[config.mk]
export PLATFORM = sky130hd
export DESIGN_NAME = seven_segment_frame_builder
export DESIGN_NICKNAME = d
export VERILOG_FILES = /design/src/design/ssfb_pkg.sv /design/src/design/seven_segment_frame_builder.sv
export VERILOG_INCLUDE_DIRS = /design/src /design/src/design
export SDC_FILE = /design/constraint.sdc
export NUM_CORES = 1
export LEC_CHECK = 0
export ABC_CLOCK_PERIOD_IN_PS = 9400
export BUFFER_PORTS_ARGS = -buffer_cell sky130_fd_sc_hd__buf_4
export CORE_MARGIN = 10
export CORE_UTILIZATION = 64
export DETAILED_ROUTE_END_ITERATION = 8
export PLACE_DENSITY = 0.83
export SYNTH_ARGS = -nofsm -noshare
export SYNTH_HDL_FRONTEND = slang
export SYNTH_SLANG_ARGS = --single-unit
[constraint.sdc]
create_clock -name aclk -period 9.4 [get_ports aclk]
set_clock_uncertainty 0.1 [all_clocks]
set_input_delay 1.88 -clock aclk [delete_from_list [all_inputs] [get_ports aclk]]
set_output_delay 1.88 -clock aclk [all_outputs]
set_load 0.1 [all_outputs]
[src/design/seven_segment_frame_builder_macros.svh]
// seven_segment_frame_builder_macros.svh
// assertion macros for the seven-segment frame builder; no dependencies
// defining ASSERT_OFF removes every assertion body
`ifndef SEVEN_SEGMENT_FRAME_BUILDER_MACROS_SVH
`define SEVEN_SEGMENT_FRAME_BUILDER_MACROS_SVH

`ifndef ASSERT_OFF
// same-cycle implication under a clock and an active-low reset
`define SSFB_ASSERT_IMP(label, clk, rstn, cond, prop) \
    label: assert property (@(posedge clk) disable iff (!(rstn)) (cond) |-> (prop)) \
        else $error("seven segment frame builder assertion failed");
// next-cycle implication under a clock and an active-low reset
`define SSFB_ASSERT_NXT(label, clk, rstn, cond, prop) \
    label: assert property (@(posedge clk) disable iff (!(rstn)) (cond) |=> (prop)) \
        else $error("seven segment frame builder assertion failed");
`else
`define SSFB_ASSERT_IMP(label, clk, rstn, cond, prop)
`define SSFB_ASSERT_NXT(label, clk, rstn, cond, prop)
`endif

`endif

[src/design/ssfb_pkg.sv]
// ssfb_pkg.sv
// command codes, font table and decimal helpers for the seven-segment frame builder
// no dependencies
`timescale 1ns / 1ps

package ssfb_pkg;

    // command codes
    typedef enum logic [1:0] {
        OP_SHOW   = 2'd0,
        OP_POINT  = 2'd1,
        OP_CLEAR  = 2'd2,
        OP_BRIGHT = 2'd3
    } op_t;

    localparam int unsigned NUM_W   = 14;
    localparam int unsigned SEG_W   = 8;
    localparam int unsigned LEVEL_W = 4;
    localparam int unsigned DIGITS  = 4;
    localparam int unsigned POINT_BIT = 7;

    localparam logic [NUM_W-1:0] MAX_NUMBER = 14'd9999;
    localparam logic [NUM_W-1:0] MAX_LEVEL  = 14'd15;

    localparam logic [SEG_W-1:0] SEG_B = 8'h7C;
    localparam logic [SEG_W-1:0] SEG_R = 8'h50;

    // reciprocals of ten, a hundred and a thousand, exact for every 14-bit value
    localparam logic [12:0] RECIP_10 = 13'd6554;
    localparam int unsigned RECIP_SHIFT = 16;
    localparam logic [13:0] RECIP_100 = 14'd10486;
    localparam int unsigned RECIP_100_SHIFT = 20;
    localparam logic [14:0] RECIP_1000 = 15'd16778;
    localparam int unsigned RECIP_1000_SHIFT = 24;

    typedef logic [SEG_W-1:0] seg_t;

    // floor(n / 10) by multiply and shift
    function automatic logic [NUM_W-1:0] div10(input logic [NUM_W-1:0] n);
        logic [26:0] prod;
        prod = 27'(n) * 27'(RECIP_10);
        return NUM_W'(prod >> RECIP_SHIFT);
    endfunction

    // floor(n / 100) by multiply and shift
    function automatic logic [NUM_W-1:0] div100(input logic [NUM_W-1:0] n);
        logic [27:0] prod;
        prod = 28'(n) * 28'(RECIP_100);
        return NUM_W'(prod >> RECIP_100_SHIFT);
    endfunction

    // floor(n / 1000) by multiply and shift
    function automatic logic [NUM_W-1:0] div1000(input logic [NUM_W-1:0] n);
        logic [28:0] prod;
        prod = 29'(n) * 29'(RECIP_1000);
        return NUM_W'(prod >> RECIP_1000_SHIFT);
    endfunction

    // seven-segment font, digits 0..9 only, other codes blank
    function automatic seg_t font(input logic [3:0] d);
        seg_t s;
        case (d)
            4'd0:    s = 8'h3F;
            4'd1:    s = 8'h06;
            4'd2:    s = 8'h5B;
            4'd3:    s = 8'h4F;
            4'd4:    s = 8'h66;
            4'd5:    s = 8'h6D;
            4'd6:    s = 8'h7D;
            4'd7:    s = 8'h07;
            4'd8:    s = 8'h7F;
            4'd9:    s = 8'h6F;
            default: s = 8'h00;
        endcase
        return s;
    endfunction

endpackage

[src/design/seven_segment_frame_builder.sv]
// seven_segment_frame_builder.sv
// frame builder for a four-digit seven-segment display with brightness level
// depends on ssfb_pkg and seven_segment_frame_builder_macros.svh
//
// usage
//   s_ channel: one command word per handshake (operation, number_in,
//   blank_zeros, digit_position, point_on); s_valid/s_ready.
//   m_ channel: one result word per command, the four segment bytes and the
//   brightness level after the command plus range_error; m_valid/m_ready.
//   a command is captured in an input register, decoded by the font and
//   decimal split logic (three reciprocal multiplications side by side) and
//   written to the frame registers, which drive the m_ ports directly.
//   path: a command moves from the input register into the frame registers,
//   and m_valid rises when the frame registers take it.
//   throughput: one command per cycle while m_ready is high.
//   stall: with m_ready low the result holds, one more command waits in the
//   input register, then s_ready drops until the result is taken.
//   reset: aresetn low clears the frame (blank display), the level and
//   both valid flags.
`timescale 1ns / 1ps
`include "seven_segment_frame_builder_macros.svh"

module seven_segment_frame_builder (
    input  logic        aclk,
    input  logic        aresetn,
    input  logic        s_valid,
    output logic        s_ready,
    input  logic [1:0]  s_operation,
    input  logic [13:0] s_number_in,
    input  logic        s_blank_zeros,
    input  logic [1:0]  s_digit_position,
    input  logic        s_point_on,
    output logic        m_valid,
    input  logic        m_ready,
    output logic [7:0]  m_seg_digit0,
    output logic [7:0]  m_seg_digit1,
    output logic [7:0]  m_seg_digit2,
    output logic [7:0]  m_seg_digit3,
    output logic [3:0]  m_level_out,
    output logic        m_range_error
);

    // input register
    logic                        in_valid_reg;
    logic [1:0]                  op_reg;
    logic [ssfb_pkg::NUM_W-1:0]  num_reg;
    logic                        omit_reg;
    logic [1:0]                  pos_reg;
    logic                        on_reg;

    // frame state, also the result register
    ssfb_pkg::seg_t              seg_reg  [ssfb_pkg::DIGITS];
    ssfb_pkg::seg_t              seg_next [ssfb_pkg::DIGITS];
    logic [ssfb_pkg::LEVEL_W-1:0] level_reg, level_next;
    logic                        err_reg, err_next;
    logic                        out_valid_reg;

    logic advance;

    // decimal split
    logic [ssfb_pkg::NUM_W-1:0] q1, q2, q3;
    logic [3:0] d0, d1, d2, d3;
    logic       omit, sh0, sh1, sh2;
    ssfb_pkg::seg_t f0, f1, f2, f3;
    ssfb_pkg::op_t op;

    assign advance = in_valid_reg && (!out_valid_reg || m_ready);
    assign s_ready = !in_valid_reg || advance;

    // capture the command word
    always_ff @(posedge aclk) begin
        if (!aresetn) begin
            in_valid_reg <= 1'b0;
        end else if (s_ready) begin
            in_valid_reg <= s_valid;
        end
        if (s_valid && s_ready) begin
            op_reg   <= s_operation;
            num_reg  <= s_number_in;
            omit_reg <= s_blank_zeros;
            pos_reg  <= s_digit_position;
            on_reg   <= s_point_on;
        end
    end

    // digits from three independent divides by constants
    always_comb begin
        q1 = ssfb_pkg::div10(num_reg);
        q2 = ssfb_pkg::div100(num_reg);
        q3 = ssfb_pkg::div1000(num_reg);
        d3 = 4'(num_reg - q1 * 14'd10);
        d2 = 4'(q1 - q2 * 14'd10);
        d1 = 4'(q2 - q3 * 14'd10);
        d0 = q3[3:0];
    end

    // font lookup with leading-zero blanking
    always_comb begin
        op   = ssfb_pkg::op_t'(op_reg);
        omit = (op == ssfb_pkg::OP_BRIGHT) ? 1'b1 : omit_reg;
        sh0  = !omit || (d0 != 4'd0);
        sh1  = sh0 || (d1 != 4'd0);
        sh2  = sh1 || (d2 != 4'd0);
        f0   = sh0 ? ssfb_pkg::font(d0) : '0;
        f1   = sh1 ? ssfb_pkg::font(d1) : '0;
        f2   = sh2 ? ssfb_pkg::font(d2) : '0;
        f3   = ssfb_pkg::font(d3);
    end

    // command execution
    always_comb begin
        seg_next   = seg_reg;
        level_next = level_reg;
        err_next   = 1'b0;
        case (op)
            ssfb_pkg::OP_SHOW: begin
                if (num_reg > ssfb_pkg::MAX_NUMBER) begin
                    err_next = 1'b1;
                end else begin
                    seg_next[0] = f0;
                    seg_next[1] = f1;
                    seg_next[2] = f2;
                    seg_next[3] = f3;
                end
            end
            ssfb_pkg::OP_POINT: begin
                seg_next[pos_reg][ssfb_pkg::POINT_BIT] = on_reg;
            end
            ssfb_pkg::OP_CLEAR: begin
                for (int i = 0; i < ssfb_pkg::DIGITS; i++) begin
                    seg_next[i] = '0;
                end
            end
            ssfb_pkg::OP_BRIGHT: begin
                if (num_reg > ssfb_pkg::MAX_LEVEL) begin
                    err_next = 1'b1;
                end else begin
                    level_next  = num_reg[ssfb_pkg::LEVEL_W-1:0];
                    seg_next[0] = ssfb_pkg::SEG_B;
                    seg_next[1] = ssfb_pkg::SEG_R;
                    seg_next[2] = f2;
                    seg_next[3] = f3;
                end
            end
            default: begin
                err_next = 1'b0;
            end
        endcase
    end

    // frame state and result word
    always_ff @(posedge aclk) begin
        if (!aresetn) begin
            for (int i = 0; i < ssfb_pkg::DIGITS; i++) begin
                seg_reg[i] <= '0;
            end
            level_reg     <= '0;
            err_reg       <= 1'b0;
            out_valid_reg <= 1'b0;
        end else begin
            if (advance) begin
                seg_reg       <= seg_next;
                level_reg     <= level_next;
                err_reg       <= err_next;
                out_valid_reg <= 1'b1;
            end else if (m_ready) begin
                out_valid_reg <= 1'b0;
            end
        end
    end

    assign m_valid       = out_valid_reg;
    assign m_seg_digit0  = seg_reg[0];
    assign m_seg_digit1  = seg_reg[1];
    assign m_seg_digit2  = seg_reg[2];
    assign m_seg_digit3  = seg_reg[3];
    assign m_level_out   = level_reg;
    assign m_range_error = err_reg;

    // a rejected command leaves frame and level alone
    `SSFB_ASSERT_NXT(a_err_keeps_state, aclk, aresetn, advance && err_next, $stable(level_reg) && $stable(seg_reg[0]) && $stable(seg_reg[3]))
    // every executed command produces a result word
    `SSFB_ASSERT_NXT(a_advance_gives_result, aclk, aresetn, advance, out_valid_reg)
    // a waiting command is neither lost nor altered
    `SSFB_ASSERT_NXT(a_pending_holds, aclk, aresetn, in_valid_reg && !advance, in_valid_reg && $stable(op_reg) && $stable(num_reg))
    // frame only moves when the previous result has been taken
    `SSFB_ASSERT_IMP(a_no_overwrite, aclk, aresetn, advance && out_valid_reg, m_ready)

endmodule

==> results of run 1 <==
-- cell usage in the layout, fill, tap and decap left out, types with 3 or more instances in the layout --
cell / count
a211oi_1: 9
o21ai_0: 30
o21a_1: 6
xnor2_1: 15
and3_1: 6
a22oi_1: 3
and2_1: 9
nand2_1: 49
o211ai_1: 3
dfxtp_1: 39
a221o_1: 10
clkbuf_16: 9
a31o_2: 5
nand4_1: 5
a32oi_1: 4
a211o_1: 5
nor3_1: 11
buf_4: 66
nor2_1: 40
nor4_1: 3
nand2b_1: 6
fa_1: 129
o211a_1: 3
xor2_1: 8
nand3_1: 27
a21o_1: 16
inv_1: 286
mux2i_1: 3
ha_1: 236
or3_1: 3
a31oi_1: 7
nor2b_1: 7
edfxtp_1: 20
a21oi_1: 59
-- worst max-delay path, stage by stage (launching register included) --
cell and delay [ns]:
edfxtp_1 0.73, inv_1 0.30, ha_1 0.42, fa_1 0.49, inv_1 0.06, fa_1 0.50, fa_1 0.54, fa_1 0.57
inv_1 0.05, ha_1 0.29, nor2b_1 0.14, nor4_1 0.31, o31a_1 0.38, nor2_1 0.12, a21oi_1 0.22, xnor2_1 0.23
inv_1 0.09, ha_1 0.22, fa_1 0.42, xor2_1 0.18, xnor2_1 0.14, xnor2_1 0.25, xnor3_1 0.29, xor2_1 0.32
nor2_1 0.18, a221o_1 0.29
-- path summary, 6_finish.rpt --
check                                        to  cells after the start            start  slack, ns
worst min register to register  m_seg_digit1[0]                      2  m_seg_digit1[0]       0.36
worst min-delay path            m_seg_digit1[0]                      2  m_seg_digit1[0]       0.36
worst max-delay path            m_seg_digit2[6]                     25       num_reg[7]       1.46
worst max register to register  m_seg_digit2[6]                     25       num_reg[7]       1.46
-- per-stage QoR --
stage                     cell area [sq um]  hold WS (ns)  utilization  setup WS (ns)  cells
after floorplan                       10500         0.387            -           2.61   1115
after global placement                11200         0.344        0.703           1.80   1387
after detailed placement              11200         0.348        0.703           1.56   1387
after CTS                             11500         0.364        0.721           1.55   1403
after global routing                  11500         0.398        0.721           1.16   1403
final                                 11500         0.360        0.721           1.46   1403
-- cell families after synthesis --
logic type | after synthesis
and+or+nand+nor | 177
buffers and inverters | 296
xor gates and xnor gates | 26
muxes | 3
adders and majority gates | 365
AOI/OAI and AO/OA | 189
DFF | 59
-- cell type report --
class / instances / share of cell area
Tap cell: 216 / 0.0234
Timing Repair Buffer: 66 / 0.0430
Inverter: 286 / 0.0931
Multi-Input combinational cell: 760 / 0.696
Clock inverter: 7 / 0.00521
Clock buffer: 9 / 0.0195
Sequential cell: 59 / 0.120
-- layer usage --
metal	part of all wire	up-vias
met5	0	-
met4	0.045	0
met3	0.064	82
met2	0.48	308
met1	0.41	3941
li1	-	3828
==> impl_metrics.json, run 1 <==
{
  "synth_top_family_by_area": "adder cells",
  "initial_core_util": 0.658,
  "cts_tree": "built",
  "synth_nets": 1504,
  "synth_fa_ha_area_frac": 0.526,
  "dr.first_iter.drc_count": 509,
  "avgSynthCellArea_sq_um": 9.45,
  "drt_first_pass_iters": 5,
  "hold_viol": 0,
  "worstSetupPathType": "flop to flop",
  "die_w_um": 148,
  "ys_warn_count": 0,
  "synthFlopType": "dfxtp_1",
  "first_global_vias": 8840,
  "grt_usage": 0.249,
  "met2_usage": 0.421,
  "antenna_cells": 0,
  "wirelength_mm": 26.8,
  "synth-simple-area-share": 0.0824,
  "worstPathRequired_ns": 9.52,
  "end_kind": "flop",
  "antenna_found_initial": 0,
  "fp.dieArea_sq_um": 22000,
  "cp_max_fo": 11,
  "grt_max_degree": 22,
  "cts_resized": 0,
  "relSlewSlack": 0.387,
  "area_growth_pct": 9.50,
  "detail_route.wl_per_cell_um": 19.1,
  "status": "complete, no violations",
  "period_share": 0.844,
  "cts_sinks": 59,
  "cts_buffers": 9,
  "synth_compound_area_frac": 0.126,
  "clockBufferDepth": 2,
  "min_period_ns": 7.94,
  "drv_cap": 0,
  "nFillCells": 1215,
  "vias": 8159,
  "hp-class": "flop to flop",
  "holdBufCountCts": 0,
  "use_met3": 0.0458,
  "hpwlAfterDp_mm": 22.7,
  "vias_per_cell": 5.82,
  "final-max-slew-violation-count": 0,
  "die_height_um": 148,
  "tightest_slew_ns": 0.919,
  "yosysSeqAreaShare": 0.131,
  "ys_ff_latch": 59,
  "multi_input_area_sq_um": 8030,
  "fin_setup_tns_ns": 0,
  "async_reset_ff_frac": 0,
  "grt_busiest_layer": "met2",
  "clk-insertion-delay-late_ns": 0.34,
  "yosysMostFrequentCell": "inv_1",
  "ioPinCount": 63,
  "cts.clk_slew.worst_paths_ns": 0.06,
  "synth_edf_count": 20,
  "port_buffers": 62,
  "ys_types": 73,
  "coreArea_sq_um": 16000,
  "setup_viol": 0,
  "drt.antenna.violating_nets": 0,
  "synth_xor_area_frac": 0.0257,
  "grt_pass1_wl_mm": 44.1,
  "post_cts_buffers": 0,
  "yosysTopAreaCell": "ha_1",
  "synth.cell_area_sq_um": 10500,
  "yosys-top-cells-count": "286 x inv_1, 236 x ha_1, 129 x fa_1, 59 x a21oi_1, 49 x nand2_1",
  "fmax_mhz": 126,
  "synth_mux_area_frac": 0.00285,
  "synth_area_leaders": "ha_1 28%, fa_1 25%, inv_1 10%",
  "grt.met1_usage": 0.302,
  "gp_congestion": 1.03,
  "rsz0062_at_grt": "false",
  "largest_register_ff_count": 14,
  "crit_arrival_ns": 8.06,
  "gr-total-overflow": 0,
  "htreeDepth": 3,
  "synth_top_area_share": 0.280,
  "seq_area_sq_um": 1380,
  "drive_above_1_share": 0.0868,
  "rows": 46,
  "synth_cells": 1115,
  "fin_nets": 1571,
  "start_kind": "flop",
  "cts-root-buf": "clkbuf_16",
  "drc": 0
}
Power of run 1 is left out: the tool's default activity adds up to more than one toggle a clock period on the data nets, which glitch-free logic cannot reach.
==> run 2, diff against run 1 <==
Settings changed: ABC_CLOCK_PERIOD_IN_PS 9400 to 6700, CORE_UTILIZATION 64 to 58, PLACE_DENSITY 0.83 to 0.8.
Clock period 9.4 ns to 6.7 ns, I/O delays scaled along.
==> run 2 against run 1 <==
  * The flow now finishes with violations (setup timing)
  * Final cell count up 12%
  * Hold slack got worse by 0.0039 ns
  * Wire length increased by 42%
  * Critical path depth did not move
  * Critical endpoint is now m_seg_digit2[0]
  * Largest cell class unchanged
  * Highest routed layer unchanged
==> impl_metrics.json, run 2 (synthesis results as in run 1) <==
{
  "violations": "setup timing",
  "gp_congestion": 0.970,
  "coreArea_sq_um": 17900,
  "hold_depth": 2,
  "vias": 9794,
  "fp.dieArea_sq_um": 23900,
  "initial_core_util": 0.588,
  "cts.clk_slew.worst_paths_ns": 0.06,
  "largest_register_ff_count": 14,
  "hp-class": "flop to flop",
  "vias_per_cell": 6.22,
  "critPathMaxStageDelay_ns": 0.67,
  "worstPathRequired_ns": 6.82,
  "tightest_slew_ns": 1.04,
  "antenna_found_initial": 0,
  "whs_ns": 0.356,
  "drc": 0,
  "htreeDepth": 3,
  "die_w_um": 155,
  "ioPinCount": 63,
  "clockBufferDepth": 2,
  "die_height_um": 155,
  "r2r_cells": 25,
  "gr-total-overflow": 0,
  "drive_above_1_share": 0.290,
  "dr.first_iter.drc_count": 921,
  "cts_buffers": 9,
  "rows": 49,
  "crit_slowest_cell": "fa_1",
  "hpwlAfterDp_mm": 24.0,
  "area_growth_pct": 30.5,
  "drv_cap": 0,
  "final-max-slew-violation-count": 0,
  "crit_arrival_ns": 7.32,
  "antenna_cells": 0,
  "min_period_ns": 7.20,
  "cp_max_fo": 6,
  "grt_max_degree": 22,
  "wirelength_mm": 38.2,
  "clk-insertion-delay-late_ns": 0.34,
  "port_buffers": 62,
  "setup_viol": 20,
  "final_cell_mix": "262 x inv_1, 211 x buf_4, 183 x ha_1",
  "detail_route.wl_per_cell_um": 24.3,
  "drt_first_pass_iters": 6,
  "status": "finished with violations",
  "crit_path_frequent_cell": "fa_1",
  "layout_commonest_cell": "inv_1",
  "cts_sinks": 59,
  "cts-root-buf": "clkbuf_16",
  "period_share": 1.08,
  "cts_tree": "built",
  "rsz0062_at_grt": "true",
  "grt_usage": 0.277,
  "first_global_vias": 10192,
  "drt.antenna.violating_nets": 0,
  "hold_viol": 0,
  "grt_pass1_wl_mm": 53.0,
  "start_kind": "flop",
  "relSlewSlack": 0.307,
  "end_kind": "flop",
  "layout_setup_ws_ns": -0.504,
  "worstSetupPathType": "flop to flop",
  "fmax_mhz": 139,
  "fin_nets": 1729
}
==> run 2: final timing paths <==
kind | from | slack, ns | to
worst max-delay path | num_reg[7] | -0.50 | m_seg_digit2[0]
worst min-delay path | m_seg_digit0[0] | 0.36 | m_seg_digit0[0]
worst max register to register | num_reg[7] | -0.50 | m_seg_digit2[0]
worst min register to register | m_seg_digit0[0] | 0.36 | m_seg_digit0[0]
==> run 2: layout make-up <==
type                            count  area, sq um
Multi-Input combinational cell    760         8970
Fill cell                        1019         4160
Timing Repair Buffer              224         1730
Clock buffer                       10          250
Inverter                          286         1080
Tap cell                          229          287
Sequential cell                    59         1380
Clock inverter                      6         45.0
==> run 2: what timing repair did <==
| item | CTS | global route |
|---|---|---|
| hold buffers | 0 | 0 |
| buffers inserted | 36 | 21 |
| resized for setup | 93 | 72 |
| setup endpoints to repair | 14 | 26 |
| pin swaps | 67 | 49 |
==> run 2: per-layer routing <==
layer / track usage / wire length, um
met2: 0.484 / 18400
met5: 0 / 0
met4: 0.183 / 3480
met1: 0.308 / 13300
met3: 0.0385 / 3020
==> run 2: through the flow <==
| step | TNS [ns] | instances | setup WS (ns) | cell area, sq um | utilization |
|---|---|---|---|---|---|
| 4_1_cts | 0 | 1554 | 0.00369 | 13200 | 0.739 |
| 5_1_grt | -9.27 | 1574 | -0.679 | 13700 | 0.768 |
| 3_3_place_gp | -2.08 | 1505 | -0.223 | 12100 | 0.673 |
| 3_5_place_dp | -3.62 | 1505 | -0.354 | 12100 | 0.673 |
| 6_report | -5.83 | 1574 | -0.504 | 13700 | 0.768 |
| 2_1_floorplan | 0 | 1115 | 0.00196 | 10500 | - |
==> run 2: critical path: cells and delay by family (launching register included) <==
| family | cells | cell delay, ns |
|---|---|---|
| AO/OA/AOI/OAI | 4 | 1.00 |
| XOR/XNOR | 6 | 1.26 |
| adder cells (fa/ha/maj) | 8 | 3.36 |
| buffers and inverters | 5 | 0.63 |
| flip-flops | 1 | 0.36 |
| AND/OR/NAND/NOR | 2 | 0.38 |
Power of run 2 is left out for the same reason.
==> run 3, diff against run 2 <==
Settings changed: ABC_AREA from default to 1, CORE_MARGIN 10 to 2, PLACE_DENSITY 0.8 to 0.79.
==> run 3 against run 2 <==
  * The run now ends clean
  * Register-to-register slack gained 0.73 ns
  * Critical path depth is 6 higher
  * Final area is 4.8% lower
  * Synthesized cell count increased by 31%
  * Sequential share of layout area increased by 0.51 points
  * Setup slack improved by 0.73 ns
  * Non-clock buffer count down 114
  * Area after synthesis grew 8.6%
  * Die area fell by 13%
  * Hold slack gained 0.011 ns
  * Via count up 0.18%
  * Global-route usage up 2.0 points
  * Largest cell class unchanged
==> impl_metrics.json, run 3 <==
{
  "worst-path-buf-inv": 6,
  "crit_slowest_cell": "edfxtp_1",
  "hp-class": "flop to flop",
  "htreeDepth": 3,
  "reg2reg_to": "m_seg_digit2[6]",
  "tightest_slew_ns": 1.23,
  "detail_route.wl_per_cell_um": 16.5,
  "fmax_mhz": 154,
  "layout_commonest_cell": "inv_1",
  "die_w_um": 144,
  "ioPinCount": 63,
  "yosysSeqAreaShare": 0.121,
  "place_inst": 1799,
  "synth_edf_count": 20,
  "drt_first_pass_iters": 5,
  "layout.cells.non_filler": 1840,
  "synthFlopType": "dfxtp_1",
  "final-max-slew-violation-count": 0,
  "ys_ff_latch": 59,
  "setup_viol": 0,
  "worstSetupPathType": "flop to flop",
  "hold_viol": 0,
  "hold_end": "m_seg_digit2[6]",
  "synth_area_leaders": "ha_1 26%, fa_1 23%, inv_1 12%",
  "grt_usage": 0.297,
  "yosysTopAreaCell": "ha_1",
  "cts_tree": "built",
  "fin_util": 0.675,
  "initial_core_util": 0.590,
  "synth.cell_area_sq_um": 11400,
  "critical-path-top-delay-family": "adder cells",
  "synth_cells": 1459,
  "grt_max_degree": 30,
  "rows": 51,
  "avgSynthCellArea_sq_um": 7.84,
  "rsz0062_at_grt": "true",
  "worstHoldStart": "m_seg_digit2[6]",
  "fin_nets": 1959,
  "wirelength_mm": 30.4,
  "final_cell_mix": "371 x inv_1, 283 x nand2_1, 222 x ha_1",
  "area_growth_pct": 14.4,
  "hold_depth": 2,
  "port_buffers": 62,
  "startpoint": "num_reg[1]",
  "r2r_setup_slack_ns": 0.22,
  "cp_max_fo": 7,
  "ys_types": 41,
  "cts_sinks": 59,
  "yosysMostFrequentCell": "inv_1",
  "period_share": 0.967,
  "r2r_cells": 31,
  "vias_per_cell": 5.33,
  "drive_above_1_share": 0.121,
  "coreArea_sq_um": 19400,
  "antenna_cells": 0,
  "crit_arrival_ns": 6.62,
  "cts_buffers": 9,
  "cts.clk_slew.worst_paths_ns": 0.05,
  "worstPathRequired_ns": 6.84,
  "async_reset_ff_frac": 0,
  "relSlewSlack": 0.170,
  "drc": 0,
  "r2r_start": "num_reg[1]",
  "clk-insertion-delay-late_ns": 0.33,
  "critPathMaxStageDelay_ns": 0.57,
  "fp.dieArea_sq_um": 20900,
  "dr.first_iter.drc_count": 793,
  "crit_path_frequent_cell": "inv_1",
  "antenna_found_initial": 0,
  "synth_nets": 1848,
  "yosys-top-cells-count": "376 x inv_1, 286 x nand2_1, 236 x ha_1, 129 x fa_1, 96 x a21oi_1",
  "gr-total-overflow": 0,
  "drt.antenna.violating_nets": 0,
  "hpwlAfterDp_mm": 25.7,
  "ys_warn_count": 0,
  "vias": 9812,
  "start_kind": "flop",
  "nFillCells": 1585,
  "grt_pass1_wl_mm": 48.1,
  "gp_congestion": 0.986,
  "largest_register_ff_count": 14,
  "first_global_vias": 9585,
  "synth_top_area_share": 0.258,
  "die_height_um": 144,
  "cts-root-buf": "clkbuf_16",
  "end_kind": "flop",
  "min_period_ns": 6.48,
  "clockBufferDepth": 2,
  "drv_cap": 0,
  "status": "complete, no violations"
}
-- run 3: cell count changes after synthesis, sizes merged, moves of 9 or more --
cell	before	now
nand4	5	19
xnor2	15	5
and2	9	0
a221o	10	0
nand2	49	300
a21o	16	6
inv	286	376
nand3	27	66
nor2	40	72
a21oi	59	98
-- run 3: metrics by stage --
step | setup TNS [ns] | setup slack [ns] | area (sq um) | hold slack [ns]
after floorplan | 0 | 0.617 | 11400 | 0.382
after global placement | 0 | 0.242 | 12400 | 0.357
after detailed placement | 0 | 0.0704 | 12400 | 0.359
after CTS | 0 | 0.0659 | 12700 | 0.368
after global routing | -0.536 | -0.0879 | 13100 | 0.383
final | 0 | 0.223 | 13100 | 0.367
-- run 3: worst max path at each step --
stage          slack [ns]               to  depth (start not counted)
3_3_place_gp         0.24  m_seg_digit2[5]                         28
6_report             0.22  m_seg_digit2[6]                         31
5_1_grt             -0.09  m_seg_digit2[6]                         33
2_1_floorplan        0.62  m_seg_digit2[5]                         29
4_1_cts              0.07  m_seg_digit2[6]                         28
3_5_place_dp         0.07  m_seg_digit2[6]                         28
-- run 3: logic make-up (layout without fill, tap and decap cells) --
logic type	after synthesis	after routing	share of synthesized area
flops	59	59	0.121
simple gates	467	468	0.175
buf+inv	388	503	0.129
compound gates	167	167	0.0810
xor+xnor	13	13	0.00995
fa+ha+maj	365	365	0.484
-- run 3: metal layers --
metal | vias up | global-route usage | routed length [um]
li1 | 4763 | - | -
met1 | 4634 | 0.423 | 13300
met2 | 347 | 0.474 | 13700
met3 | 68 | 0.0404 | 2350
met4 | 0 | 0.0899 | 1050
met5 | - | 0 | 0
-- run 3: layout make-up --
class / count / area [sq um] / share of cell area
clock buffers: 13 / 272 / 0.0207
clock inverters: 3 / 43.8 / 0.00335
inverters: 377 / 1420 / 0.109
multi-input cells: 1013 / 8790 / 0.672
flip-flops and latches: 59 / 1380 / 0.106
well taps: 265 / 332 / 0.0253
repair buffers: 110 / 848 / 0.0648
-- run 3: tightest hold or removal path, delay by kind of cell, from the launching register on --
family,cells,cell delay [ns]
flops,1,0.31
compound gates,1,0.05
simple gates,1,0.06
-- run 3: timing repair --
action / 4_1_cts / 5_1_grt
setup buffers: 0 / 24
endpoints found under the hold margin: 0 / 0
setup endpoints to repair: 0 / 16
resized for setup: 0 / 46
hold buffers: 0 / 0
Power of run 3 is left out for the same reason.
